===== config.mk =====
export PLATFORM = sky130hd
export DESIGN_NAME = battery_level_hysteresis_fsm_unit
export DESIGN_NICKNAME = d
export VERILOG_FILES = /design/src/blh_pkg.sv /design/src/battery_level_hysteresis_fsm_unit.sv /design/src/blh_ctrl.sv /design/src/blh_dp.sv
export SDC_FILE = /design/constraint.sdc
export NUM_CORES = 1
export LEC_CHECK = 0
export BUFFER_PORTS_ARGS = -buffer_cell sky130_fd_sc_hd__buf_2
export CAP_MARGIN = 20
export CELL_PAD_IN_SITES_DETAIL_PLACEMENT = 1
export CELL_PAD_IN_SITES_GLOBAL_PLACEMENT = 1
export CORE_AREA = 2 2 164 166
export DETAILED_ROUTE_END_ITERATION = 10
export DIE_AREA = 0 0 166 168
export PLACE_DENSITY_LB_ADDON = 0.1
export REMOVE_ABC_BUFFERS = 1
export SLEW_MARGIN = 10
export SYNTH_ARGS = -nofsm -noshare
export SYNTH_HDL_FRONTEND = slang
export SYNTH_SLANG_ARGS = --single-unit

===== constraint.sdc =====
create_clock -name i_clk -period 5 [get_ports i_clk]
set_input_delay 1 -clock i_clk [delete_from_list [all_inputs] [get_ports i_clk]]
set_output_delay 1 -clock i_clk [all_outputs]
set_load 0.02 [all_outputs]

===== src/blh_pkg.sv =====
// ----------------------------------------------------------------------------
// blh_pkg: shared types and constants for the battery level tracker
// Level codes, configuration layout, controller states and the command and
// status groups that pass between the controller and the datapath.
// ----------------------------------------------------------------------------
package blh_pkg;

    // Field widths
    localparam int PCT_W  = 7;
    localparam int MARG_W = 6;
    localparam int DIV_W  = 8;
    localparam int AVG_W  = 14;
    localparam int IDX_W  = 3;

    // Reset values of the configuration registers
    localparam logic [PCT_W-1:0]  CRIT_RST     = 7'd20;
    localparam logic [PCT_W-1:0]  FULL_RST     = 7'd80;
    localparam logic [MARG_W-1:0] MARG_RST     = 6'd5;
    localparam logic [DIV_W-1:0]  DIV_NORM_RST = 8'd8;
    localparam logic [DIV_W-1:0]  DIV_CRIT_RST = 8'd4;
    localparam logic [DIV_W-1:0]  DIV_FULL_RST = 8'd4;

    // Percent scaling: samples are kept in hundredths
    localparam logic [PCT_W-1:0] PCT_MAX   = 7'd100;
    localparam logic [AVG_W-1:0] PCT_SCALE = 14'd100;

    // x / 100 == (x * 5243) >> 19 for every x below 43699
    localparam int               RECIP_W     = 13;
    localparam logic [RECIP_W-1:0] RECIP_100 = 13'd5243;
    localparam int               RECIP_SHIFT = 19;
    localparam int               PROD_W      = AVG_W + RECIP_W;

    // Restoring divider: one quotient bit per step
    localparam int               CNT_W     = 4;
    localparam logic [CNT_W-1:0] DIV_LAST  = CNT_W'(AVG_W - 1);

    // Configuration register indexes
    localparam logic [IDX_W-1:0] CFG_CRIT_THR  = 3'd0;
    localparam logic [IDX_W-1:0] CFG_FULL_THR  = 3'd1;
    localparam logic [IDX_W-1:0] CFG_HYST      = 3'd2;
    localparam logic [IDX_W-1:0] CFG_DIV_NORM  = 3'd3;
    localparam logic [IDX_W-1:0] CFG_DIV_CRIT  = 3'd4;
    localparam logic [IDX_W-1:0] CFG_DIV_FULL  = 3'd5;

    typedef enum logic [1:0] {
        LVL_NORMAL   = 2'd0,
        LVL_CRITICAL = 2'd1,
        LVL_FULL     = 2'd2
    } t_level;

    typedef struct packed {
        logic [PCT_W-1:0]  crit_thr;
        logic [PCT_W-1:0]  full_thr;
        logic [MARG_W-1:0] hyst;
        logic [DIV_W-1:0]  div_norm;
        logic [DIV_W-1:0]  div_crit;
        logic [DIV_W-1:0]  div_full;
    } t_cfg;

    typedef enum logic [2:0] {
        ST_IDLE,
        ST_DIVIDE,
        ST_UPDATE,
        ST_SCALE,
        ST_DECIDE,
        ST_DONE
    } t_ctrl_state;

    typedef struct packed {
        logic load;     // take the sample: seed or start the divider
        logic step;     // one divider step
        logic update;   // fold the quotient into the average
        logic scale;    // multiply by the reciprocal of 100
        logic decide;   // whole percent and level decision
    } t_dp_cmd;

    typedef struct packed {
        logic seeded;
        logic div_last;
    } t_dp_status;

endpackage


===== src/battery_level_hysteresis_fsm_unit.sv =====
// ----------------------------------------------------------------------------
// battery_level_hysteresis_fsm_unit: battery level tracker top level
// A seeded sample takes 14 divider steps (one quotient bit per cycle), then
// update, scale and decide; the seeding sample starts at scale, an invalid
// one goes to the result directly. One sample at a time, the next accepted
// once the result is registered. Reset (synchronous, active low) restores
// the default configuration, normal level, zero average and unseeded flag.
// ----------------------------------------------------------------------------
module battery_level_hysteresis_fsm_unit (
    input  logic                          i_clk,
    input  logic                          i_rst_n,
    // Configuration write port
    input  logic                          i_cfg_we,
    input  logic [blh_pkg::IDX_W-1:0]     i_cfg_idx,
    input  logic [blh_pkg::DIV_W-1:0]     i_cfg_data,
    // Sample channel
    input  logic                          i_valid,
    output logic                          o_ready,
    input  logic [blh_pkg::PCT_W-1:0]     i_battery_percent,
    input  logic                          i_sample_valid,
    // Result channel
    output logic                          o_valid,
    input  logic                          i_ready,
    output logic [1:0]                    o_charge_state,
    output logic [blh_pkg::PCT_W-1:0]     o_smoothed_percent,
    output logic                          o_average_seeded
);
    import blh_pkg::*;

    t_cfg               r_cfg;
    t_dp_cmd            w_cmd;
    t_dp_status         w_status;
    t_level             w_level;
    logic [PCT_W-1:0]   w_pct;
    logic               w_emit;
    logic               w_out_free;

    logic               r_out_valid;
    logic [1:0]         r_out_state;
    logic [PCT_W-1:0]   r_out_pct;
    logic               r_out_seeded;

    // Configuration registers
    always_ff @(posedge i_clk) begin
        if (!i_rst_n) begin
            r_cfg.crit_thr <= CRIT_RST;
            r_cfg.full_thr <= FULL_RST;
            r_cfg.hyst     <= MARG_RST;
            r_cfg.div_norm <= DIV_NORM_RST;
            r_cfg.div_crit <= DIV_CRIT_RST;
            r_cfg.div_full <= DIV_FULL_RST;
        end else if (i_cfg_we) begin
            unique case (i_cfg_idx)
                CFG_CRIT_THR: r_cfg.crit_thr <= i_cfg_data[PCT_W-1:0];
                CFG_FULL_THR: r_cfg.full_thr <= i_cfg_data[PCT_W-1:0];
                CFG_HYST:     r_cfg.hyst     <= i_cfg_data[MARG_W-1:0];
                CFG_DIV_NORM: r_cfg.div_norm <= i_cfg_data;
                CFG_DIV_CRIT: r_cfg.div_crit <= i_cfg_data;
                CFG_DIV_FULL: r_cfg.div_full <= i_cfg_data;
                default: begin
                end
            endcase
        end
    end

    assign w_out_free = !r_out_valid || i_ready;

    blh_ctrl u_ctrl (
        .i_clk          (i_clk),
        .i_rst_n        (i_rst_n),
        .i_valid        (i_valid),
        .i_sample_valid (i_sample_valid),
        .i_status       (w_status),
        .i_out_free     (w_out_free),
        .o_ready        (o_ready),
        .o_cmd          (w_cmd),
        .o_emit         (w_emit)
    );

    blh_dp u_dp (
        .i_clk             (i_clk),
        .i_rst_n           (i_rst_n),
        .i_cfg             (r_cfg),
        .i_cmd             (w_cmd),
        .i_battery_percent (i_battery_percent),
        .o_status          (w_status),
        .o_level           (w_level),
        .o_pct             (w_pct)
    );

    // Output register: valid flag
    always_ff @(posedge i_clk) begin
        if (!i_rst_n) begin
            r_out_valid <= 1'b0;
        end else if (w_emit) begin
            r_out_valid <= 1'b1;
        end else if (i_ready) begin
            r_out_valid <= 1'b0;
        end
    end

    // Output register: payload
    always_ff @(posedge i_clk) begin
        if (w_emit) begin
            r_out_state  <= 2'(w_level);
            r_out_pct    <= w_pct;
            r_out_seeded <= w_status.seeded;
        end
    end

    assign o_valid            = r_out_valid;
    assign o_charge_state     = r_out_state;
    assign o_smoothed_percent = r_out_pct;
    assign o_average_seeded   = r_out_seeded;

    // Checks
    a_busy_after_accept: assert property (@(posedge i_clk) disable iff (!i_rst_n)
        (i_valid && o_ready) |=> !o_ready)
        else $error("sample accepted while a previous one is in flight");

    a_state_code: assert property (@(posedge i_clk) disable iff (!i_rst_n)
        o_valid |-> (o_charge_state != 2'd3))
        else $error("unused level code on result");

    a_pct_range: assert property (@(posedge i_clk) disable iff (!i_rst_n)
        o_valid |-> (o_smoothed_percent <= PCT_MAX))
        else $error("smoothed percent above 100");

    a_unseeded_zero: assert property (@(posedge i_clk) disable iff (!i_rst_n)
        (o_valid && !o_average_seeded) |-> (o_smoothed_percent == '0))
        else $error("non-zero average before seeding");

endmodule


===== src/blh_ctrl.sv =====
// ----------------------------------------------------------------------------
// blh_ctrl: sequencing controller
// Walks a seeded sample through divide, update, scale and decide (a seeding
// one from scale on), and hands results to the output register once free.
// ----------------------------------------------------------------------------
module blh_ctrl (
    input  logic                  i_clk,
    input  logic                  i_rst_n,
    input  logic                  i_valid,
    input  logic                  i_sample_valid,
    input  blh_pkg::t_dp_status   i_status,
    input  logic                  i_out_free,
    output logic                  o_ready,
    output blh_pkg::t_dp_cmd      o_cmd,
    output logic                  o_emit
);
    import blh_pkg::*;

    t_ctrl_state r_state;
    t_ctrl_state n_state;
    logic        w_accept;

    assign w_accept = i_valid && (r_state == ST_IDLE);

    // State register
    always_ff @(posedge i_clk) begin
        if (!i_rst_n) begin
            r_state <= ST_IDLE;
        end else begin
            r_state <= n_state;
        end
    end

    // Next state
    always_comb begin
        n_state = r_state;
        unique case (r_state)
            ST_IDLE: begin
                if (i_valid) begin
                    if (!i_sample_valid) begin
                        n_state = ST_DONE;
                    end else if (i_status.seeded) begin
                        n_state = ST_DIVIDE;
                    end else begin
                        n_state = ST_SCALE;
                    end
                end
            end
            ST_DIVIDE: begin
                if (i_status.div_last) begin
                    n_state = ST_UPDATE;
                end
            end
            ST_UPDATE: n_state = ST_SCALE;
            ST_SCALE:  n_state = ST_DECIDE;
            ST_DECIDE: n_state = ST_DONE;
            ST_DONE: begin
                if (i_out_free) begin
                    n_state = ST_IDLE;
                end
            end
            default:   n_state = ST_IDLE;
        endcase
    end

    // Outputs
    always_comb begin
        o_ready = 1'b0;
        o_cmd   = '0;
        o_emit  = 1'b0;
        unique case (r_state)
            ST_IDLE: begin
                o_ready  = 1'b1;
                o_cmd.load = w_accept && i_sample_valid;
            end
            ST_DIVIDE: o_cmd.step   = 1'b1;
            ST_UPDATE: o_cmd.update = 1'b1;
            ST_SCALE:  o_cmd.scale  = 1'b1;
            ST_DECIDE: o_cmd.decide = 1'b1;
            ST_DONE:   o_emit       = i_out_free;
            default: begin
                o_ready = 1'b0;
            end
        endcase
    end

endmodule


===== src/blh_dp.sv =====
// ----------------------------------------------------------------------------
// blh_dp: averaging datapath
// Holds the average, level and seed flag; a restoring divider for the
// per-level divisor and a reciprocal multiply for the whole percent.
// ----------------------------------------------------------------------------
module blh_dp (
    input  logic                          i_clk,
    input  logic                          i_rst_n,
    input  blh_pkg::t_cfg                 i_cfg,
    input  blh_pkg::t_dp_cmd              i_cmd,
    input  logic [blh_pkg::PCT_W-1:0]     i_battery_percent,
    output blh_pkg::t_dp_status           o_status,
    output blh_pkg::t_level               o_level,
    output logic [blh_pkg::PCT_W-1:0]     o_pct
);
    import blh_pkg::*;

    // Architectural state
    t_level             r_level;
    logic [AVG_W-1:0]   r_avg;
    logic               r_seeded;
    logic [PCT_W-1:0]   r_pct;

    // Divider and multiplier working registers
    logic               r_neg;
    logic [AVG_W-1:0]   r_quo;
    logic [DIV_W-1:0]   r_rem;
    logic [DIV_W-1:0]   r_dvs;
    logic [CNT_W-1:0]   r_cnt;
    logic [PROD_W-1:0]  r_prod;

    logic [PCT_W-1:0]   w_sat;
    logic [AVG_W-1:0]   w_sample;
    logic [AVG_W:0]     w_diff;
    logic [AVG_W-1:0]   w_mag;
    logic [DIV_W-1:0]   w_dsel;
    logic [DIV_W:0]     w_shift;
    logic [DIV_W+1:0]   w_trial;
    logic               w_ge;
    logic [PCT_W-1:0]   w_pct;
    logic [PCT_W:0]     w_pct8;
    logic [PCT_W:0]     w_crit_exit;
    logic [PCT_W:0]     w_full_test;
    t_level             w_level;

    // Sample saturation and scaling to hundredths
    assign w_sat    = (i_battery_percent > PCT_MAX) ? PCT_MAX : i_battery_percent;
    assign w_sample = AVG_W'(w_sat) * PCT_SCALE;

    // Signed difference and its magnitude
    assign w_diff = {1'b0, w_sample} - {1'b0, r_avg};
    assign w_mag  = w_diff[AVG_W] ? AVG_W'(-w_diff) : w_diff[AVG_W-1:0];

    // Divisor of the current level, zero treated as one
    always_comb begin
        unique case (r_level)
            LVL_CRITICAL: w_dsel = i_cfg.div_crit;
            LVL_FULL:     w_dsel = i_cfg.div_full;
            default:      w_dsel = i_cfg.div_norm;
        endcase
        if (w_dsel == '0) begin
            w_dsel = DIV_W'(1);
        end
    end

    // Restoring divider step
    assign w_shift = {r_rem, r_quo[AVG_W-1]};
    assign w_trial = {1'b0, w_shift} - {2'b00, r_dvs};
    assign w_ge    = !w_trial[DIV_W+1];

    // Whole percent and level decision
    assign w_pct       = r_prod[RECIP_SHIFT +: PCT_W];
    assign w_pct8      = {1'b0, w_pct};
    assign w_crit_exit = {1'b0, i_cfg.crit_thr} + {2'b00, i_cfg.hyst};
    assign w_full_test = w_pct8 + {2'b00, i_cfg.hyst};

    always_comb begin
        if (w_pct8 < {1'b0, i_cfg.crit_thr}) begin
            w_level = LVL_CRITICAL;
        end else if (w_pct8 >= {1'b0, i_cfg.full_thr}) begin
            w_level = LVL_FULL;
        end else if (r_level == LVL_CRITICAL) begin
            w_level = (w_pct8 >= w_crit_exit) ? LVL_NORMAL : LVL_CRITICAL;
        end else if (r_level == LVL_FULL) begin
            // pct < full - margin, without going negative
            w_level = (w_full_test < {1'b0, i_cfg.full_thr}) ? LVL_NORMAL : LVL_FULL;
        end else begin
            w_level = LVL_NORMAL;
        end
    end

    // State registers
    always_ff @(posedge i_clk) begin
        if (!i_rst_n) begin
            r_level  <= LVL_NORMAL;
            r_avg    <= '0;
            r_seeded <= 1'b0;
            r_pct    <= '0;
        end else begin
            if (i_cmd.load && !r_seeded) begin
                r_avg    <= w_sample;
                r_seeded <= 1'b1;
            end
            if (i_cmd.update) begin
                r_avg <= r_neg ? (r_avg - r_quo) : (r_avg + r_quo);
            end
            if (i_cmd.decide) begin
                r_pct   <= w_pct;
                r_level <= w_level;
            end
        end
    end

    // Divider and multiplier registers
    always_ff @(posedge i_clk) begin
        if (i_cmd.load) begin
            r_neg <= w_diff[AVG_W];
            r_quo <= w_mag;
            r_rem <= '0;
            r_dvs <= w_dsel;
            r_cnt <= '0;
        end else if (i_cmd.step) begin
            r_rem <= w_ge ? w_trial[DIV_W-1:0] : w_shift[DIV_W-1:0];
            r_quo <= {r_quo[AVG_W-2:0], w_ge};
            r_cnt <= r_cnt + CNT_W'(1);
        end
        if (i_cmd.scale) begin
            r_prod <= PROD_W'(r_avg) * PROD_W'(RECIP_100);
        end
    end

    assign o_status.seeded   = r_seeded;
    assign o_status.div_last = (r_cnt == DIV_LAST);
    assign o_level           = r_level;
    assign o_pct             = r_pct;

endmodule

==> flow_summary.yaml, run 1 <==
timing:
  drv_slew: 0
  finalCritPeriodShare_pct: 98.9
  max_freq_mhz: 202
  final-setup-viol-count: 0
  worstMarginPinSlew_ps: 1110
  rsz0062_at_grt: "yes"
  fin_crit_ps: 4950
  maxSlewHeadroom_pct: 25.4
  hold_viol: 0
  fin_hold_ws_ps: 429
  clock_skew_ps: 13.5
layout:
  final_cell_count_no_fill: 1760
  antenna_cells: 0
  area_growth_pct: 19.3
  nets: 1694
  fill_cells: 3067
  finalInstanceArea_mm2: 0.0138
  drive_above_1_share_pct: 17.7
die:
  pin_count: 36
  design.core.area_mm2: 0.0264
  die-height_um: 168
  die_area_mm2: 0.0279
  initial_core_util_pct: 43.9
  die_w_um: 166
  rows: 60
critical_path:
  reg2reg_to: "u_dp.r_prod[21]"
  path_class: "input pin to flip-flop"
  crit_fanout: 5
  start_kind: "input pin"
  rrSetupSlack_ps: 220
  timing.rr.start: "u_dp.r_avg[7]"
  endpoint: "u_dp.r_quo[5]"
  cp_top_family: "adder cells"
  end_kind: "flip-flop"
  crit_required_ps: 5170
  crit_path_top_delay_cell: "fa_1"
  path_buf_inv: 6
  critical-path-max-stage-delay_ps: 500
  r2r_cells: 18
  path_common_cell: "ha_4"
  cp.arrival_ps: 5110
  cp.depth: 25
  crit_path_start: "i_battery_percent[1]"
placed_design:
  dp_cells: 1713
  port_buffers: 35
  routabilityCongestion: 0.840
  dp_hpwl_um: 25300
  place_area_mm2: 0.0127
logic_synthesis:
  synth_top_cell_area_share_pct: 21.2
  synth_seq_cells: 124
  ys_warn_count: 0
  yosys_most_used_dff: "dfxtp_1"
  ys_types: 69
  synth_top_cell_by_area: "ha_1"
  synth_area_leaders: "ha_1, dfxtp_1, fa_1"
  ys_seq_area_share_pct: 24.9
  syn_inst: 1281
  netlist_area_mm2: 0.0116
  async_reset_ff_share_pct: 0
  synth_edf_count: 40
  syn_area_per_cell_um2: 9.02
detailed_routing:
  wl_per_cell_um: 18.3
  vias: 9410
  antenna_left: 0
  finalWirelength_um: 32100
  route.detailed.drc: 0
  drtPass1Iterations: 4
  viasPerCell: 5.35
  drt-initial-drc-count: 420
grt:
  grt_max_degree: 34
  grt_pass1_wl_um: 51900
  grtUsageTotal_pct: 23.2
  grt_pass1_vias: 9979
  grt_remaining_overflow: 0
  antenna_found_initial: 0
cts:
  hold_buffers: 0
  clk_latency_ps: 430
  cts_tree: "yes"
  numCtsBuffers: 17
  clockRootBuffer: "clkbuf_16"
  htreeDepth: 4
  clkSinkCount: 124
  cts.clk_slew.worst_paths_ps: 60
  cts_buffer_depth: 2
min_path:
  min_path_type: "flip-flop to flip-flop"
status:
  status: "finished, final reports clean"
job:
  maxCapViolations: 0
power:
  ir_drop_uv: 514
  power_density_mw_per_mm2: 693
  power.total_w: 0.00956
  p_leak_nw: 6.48
layout by cell type, fill, tap and decap left out, types with 9 or more instances in the layout:
master,count
a21o_1,26
a21oi_1,83
a22oi_1,14
buf_2,33
buf_4,95
clkbuf_16,17
dfxtp_1,78
edfxtp_1,40
fa_1,66
ha_1,186
ha_4,9
inv_1,159
mux2i_1,20
nand2_1,147
nand2b_1,10
nand3_1,19
nor2_1,71
nor2b_1,13
nor3_1,17
o21a_1,13
o21ai_0,38
o21ai_1,9
xnor2_1,50
xor2_1,20
worst min path at each step:
stage                  startpoint               endpoint  slack [ps]  cells past startpoint
floorplan           u_dp.o_pct[0]  o_smoothed_percent[0]         410                      0
global placement    u_dp.o_pct[0]  o_smoothed_percent[0]         410                      0
detailed placement  u_dp.o_pct[0]  o_smoothed_percent[0]         410                      0
CTS                 u_dp.o_pct[0]  o_smoothed_percent[0]         430                      0
global route        u_dp.o_pct[1]  o_smoothed_percent[1]         450                      0
finish              u_dp.o_pct[0]  o_smoothed_percent[0]         430                      0
routing by layer:
layer	track usage (%)	routed length, µm	vias to the layer above	share of wire [%]
met2	40.9	16400	110	51
met5	0	0	-	0
met3	2.37	548	34	1.7
met4	7.49	736	0	2.3
li1	-	-	4641	-
met1	29.8	14500	4625	45
logic make-up after synthesis:
| family | Yosys count | synth area share, % |
|---|---|---|
| AOI/OAI and AO/OA | 256 | 14.0 |
| xor gates and xnor gates | 77 | 6.03 |
| adders and majority gates | 264 | 33.0 |
| buffers and inverters | 195 | 6.42 |
| DFF | 124 | 24.9 |
| muxes | 22 | 1.93 |
| and+or+nand+nor | 343 | 13.7 |
through the flow:
step / worst slack [ps] / TNS, ps / utilization, %
after detailed placement: -690 / -8940 / 48.2
after CTS: 21.6 / 0 / 50.8
final: 54.5 / 0 / 52.4
after global routing: -115 / -893 / 52.4
after floorplan: -375 / -2160 / -
after global placement: -615 / -7640 / 48.2
power by group:
part / total, W / internal (W) / switching [W]
logic: 0.00666 / 0.00304 / 0.00362
registers: 0.00161 / 0.00134 / 0.000274
clock network: 0.00129 / 0.000754 / 0.000533
total: 0.00956 / 0.00514 / 0.00443
timing repair:
item,in CTS,in global routing
pin swaps,12,42
setup endpoints to repair,17,19
resized for setup,20,65
buffers inserted,3,12
hold endpoints to repair,0,0
synthesized netlist by cell type (4+ instances only):
master,number
ha_1,196
inv_1,162
nand2_1,148
a21oi_1,90
dfxtp_1,84
nor2_1,77
fa_1,68
xnor2_1,54
o21ai_0,43
edfxtp_1,40
clkbuf_1,28
a21o_1,26
mux2i_1,20
xor2_1,20
nand3_1,19
nor3_1,17
nor2b_1,16
a22oi_1,14
o21a_1,14
nand2b_1,11
a31oi_1,9
o211ai_1,8
o21ai_1,8
or2_2,7
nand3b_1,6
nand4_1,6
or3_1,6
and2_1,5
and3_1,5
nor4_1,5
a21boi_0,4
a221oi_1,4
flip-flops by register name, summed over array words and instances, names as in the netlist:
signal              cells
o_charge_state          2
u_dp.r_quo             14
u_dp.r_prod             7
u_dp.o_level            2
r_cfg                  44
u_dp.r_seeded           1
u_dp.r_avg             14
u_dp.r_dvs              8
u_ctrl.r_state          3
u_dp.r_rem              8
u_dp.r_neg              1
o_smoothed_percent      7
u_dp.o_pct              7
u_dp.r_cnt              4
o_average_seeded        1
o_valid                 1
cell type report:
class                   instances  area [µm²]  area share [%]
multi-input cells             962        8260            59.9
flip-flops and latches        124        2900            21.0
repair buffers                137         988            7.17
inverters                     164         621            4.50
well taps                     341         427            3.09
clock buffers                  17         425            3.08
clock inverters                15         178            1.29
Power figures use the tool's default switching activity.
==> run 2, diff against run 1 <==
Settings changed: SLEW_MARGIN 10 to not set.
Clock period 5 ns to 4.1 ns, I/O delays scaled along.
==> run 2 against run 1 <==
  * The run now ends with negative setup slack left
  * Total power rose by 30%
  * Largest cell class unchanged
  * Sequential power is 23% higher
  * Worst setup slack lost 830 ps
==> flow_summary.yaml, run 2 (synthesis gave the netlist of run 1 again) <==
layout:
  largest-register: "r_cfg"
  layout_common_cells: "ha_1, inv_1, buf_4, nand2_1, a21oi_1"
  drive_above_1_share_pct: 23.6
  antenna_cells: 0
  nets: 1751
  final_common_cell: "ha_1"
  area_growth_pct: 25.3
  largest_reg_flops: 44
  largestRegisters: "r_cfg: 44 flops, u_dp.r_avg: 14 flops, u_dp.r_quo: 14 flops"
die:
  die-height_um: 168
  die_area_mm2: 0.0279
  design.core.area_mm2: 0.0264
  pin_count: 36
  rows: 60
  initial_core_util_pct: 43.9
  die_w_um: 166
placed_design:
  place_ws_ps: -1490
  port_buffers: 35
  routabilityCongestion: 0.822
  dp_hpwl_um: 26100
grt:
  grt_max_degree: 49
  antenna_found_initial: 0
  grt_pass1_vias: 10700
  grt_remaining_overflow: 0
  grtUsageTotal_pct: 24.9
  grt_pass1_wl_um: 55500
status:
  violations: "negative setup slack"
  status: "finished with violations"
cts:
  cts_buffer_depth: 2
  clk_latency_ps: 430
  htreeDepth: 4
  numCtsBuffers: 17
  cts.clk_slew.worst_paths_ps: 60
  clkSinkCount: 124
  hold_buffers: 0
  clockRootBuffer: "clkbuf_16"
  cts_tree: "yes"
timing:
  final-setup-viol-count: 21
  clock_skew_ps: 13.5
  max_freq_mhz: 205
  drv_slew: 0
  fin_hold_ws_ps: 429
  fin_crit_ps: 4870
  hold_viol: 0
  setup_slack_ps: -771
  rsz0062_at_grt: "yes"
  finalCritPeriodShare_pct: 119
  maxSlewHeadroom_pct: 29.9
  worstMarginPinSlew_ps: 1040
critical_path:
  crit_path_top_delay_cell: "fa_1"
  crit_fanout: 4
  path_common_cell: "ha_4"
  crit_required_ps: 4270
  cp.arrival_ps: 5040
  end_kind: "flip-flop"
  reg2reg_to: "u_dp.r_prod[22]"
  r2r_cells: 17
  rrSetupSlack_ps: -710
  start_kind: "input pin"
  timing.rr.start: "u_dp.r_avg[8]"
  path_cells: "buf_6, o21ai_2, a21oi_2, or2_4, ha_4, ha_4, inv_2, fa_1, inv_2, ha_4, buf_6, a21oi_4, buf_6, xnor2_2, ha_4, buf_4, o21a_1, o211ai_1, o22ai_2, xnor2_2, nand4_1, o31ai_2, xnor2_1, o21ai_1"
  critical-path-max-stage-delay_ps: 490
  path_class: "input pin to flip-flop"
detailed_routing:
  viasPerCell: 5.36
  drt-initial-drc-count: 443
  vias: 9744
  finalWirelength_um: 33700
  antenna_left: 0
  drtPass1Iterations: 5
  wl_per_cell_um: 18.6
  route.detailed.drc: 0
job:
  maxCapViolations: 0
min_path:
  hold_end: "o_smoothed_percent[0]"
  min_path_type: "flip-flop to flip-flop"
  holdPathStages: 0
  worstHoldStart: "u_dp.o_pct[0]"
power:
  ir_drop_uv: 541
  power_density_mw_per_mm2: 857
  p_leak_nw: 6.79
[run 2: cell count changes in the layout (fill, tap and decap cells not counted), sizes merged]
cell	delta
buf	+55
clkinvlp	-2
clkbuf	+2
inv	+2
[run 2: per-layer routing]
metal | part of all wire [%] | GRT usage (%)
met2 | 53 | 46.9
met3 | 2.9 | 2.77
met5 | 0 | 0
met1 | 42 | 30.0
met4 | 2.2 | 7.03
[run 2: area by class of cell]
type / count / area [µm²]
clock inverter: 14 / 173
clock buffer: 18 / 439
multi-input combinational: 962 / 8480
fill: 3031 / 11900
sequential: 124 / 2910
timing repair buffer: 193 / 1430
tap: 341 / 427
timing repair inverter: 1 / 7.51
inverter: 164 / 623
[run 2: critical path, delay by kind of cell]
kind | cells | cell delay, ps
and+or+nand+nor | 2 | 470
xor gates and xnor gates | 3 | 410
adders and majority gates | 5 | 1380
AOI/OAI and AO/OA | 8 | 1400
buffers and inverters | 6 | 560
[run 2: repair_timing]
item / in CTS / in global routing
setup endpoints to repair: 22 / 21
resized for setup: 113 / 35
cloned: 1 / 0
pin swaps: 73 / 39
setup buffers: 15 / 7
[run 2: where the power goes]
part	switching, W	leakage [nW]	internal, W	total (W)
registers	0.000339	1.07	0.00164	0.00198
logic	0.00471	5.42	0.00411	0.00883
clock network	0.000678	0.303	0.000939	0.00162
[run 2: worst max-delay path by stage]
| stage | slack (ps) | end | startpoint | cells after the start |
|---|---|---|---|---|
| after floorplan | -1100 | u_dp.r_quo[13] | i_battery_percent[0] | 22 |
| after global placement | -1350 | u_dp.r_quo[13] | i_battery_percent[0] | 23 |
| after detailed placement | -1490 | u_dp.r_quo[13] | i_battery_percent[0] | 23 |
| after CTS | -730 | u_dp.r_prod[24] | u_dp.r_avg[9] | 17 |
| after global routing | -940 | u_dp.r_quo[13] | i_battery_percent[6] | 24 |
| final | -770 | u_dp.r_quo[13] | i_battery_percent[1] | 24 |
[run 2: per-stage QoR]
| stage | utilization (%) | instance area (µm²) | setup TNS [ps] | power, W | cells |
|---|---|---|---|---|---|
| 6_report | 55.0 | 14500 | -12810 | 0.0124 | 1817 |
| 4_1_cts | 54.2 | 14300 | -11930 | 0.0122 | 1811 |
| 2_1_floorplan | - | 11400 | -15220 | 0.00708 | 1250 |
| 3_5_place_dp | 49.7 | 13100 | -25990 | 0.00982 | 1764 |
| 5_1_grt | 55.0 | 14500 | -16120 | 0.0137 | 1817 |
| 3_3_place_gp | 49.7 | 13100 | -23750 | 0.00957 | 1764 |
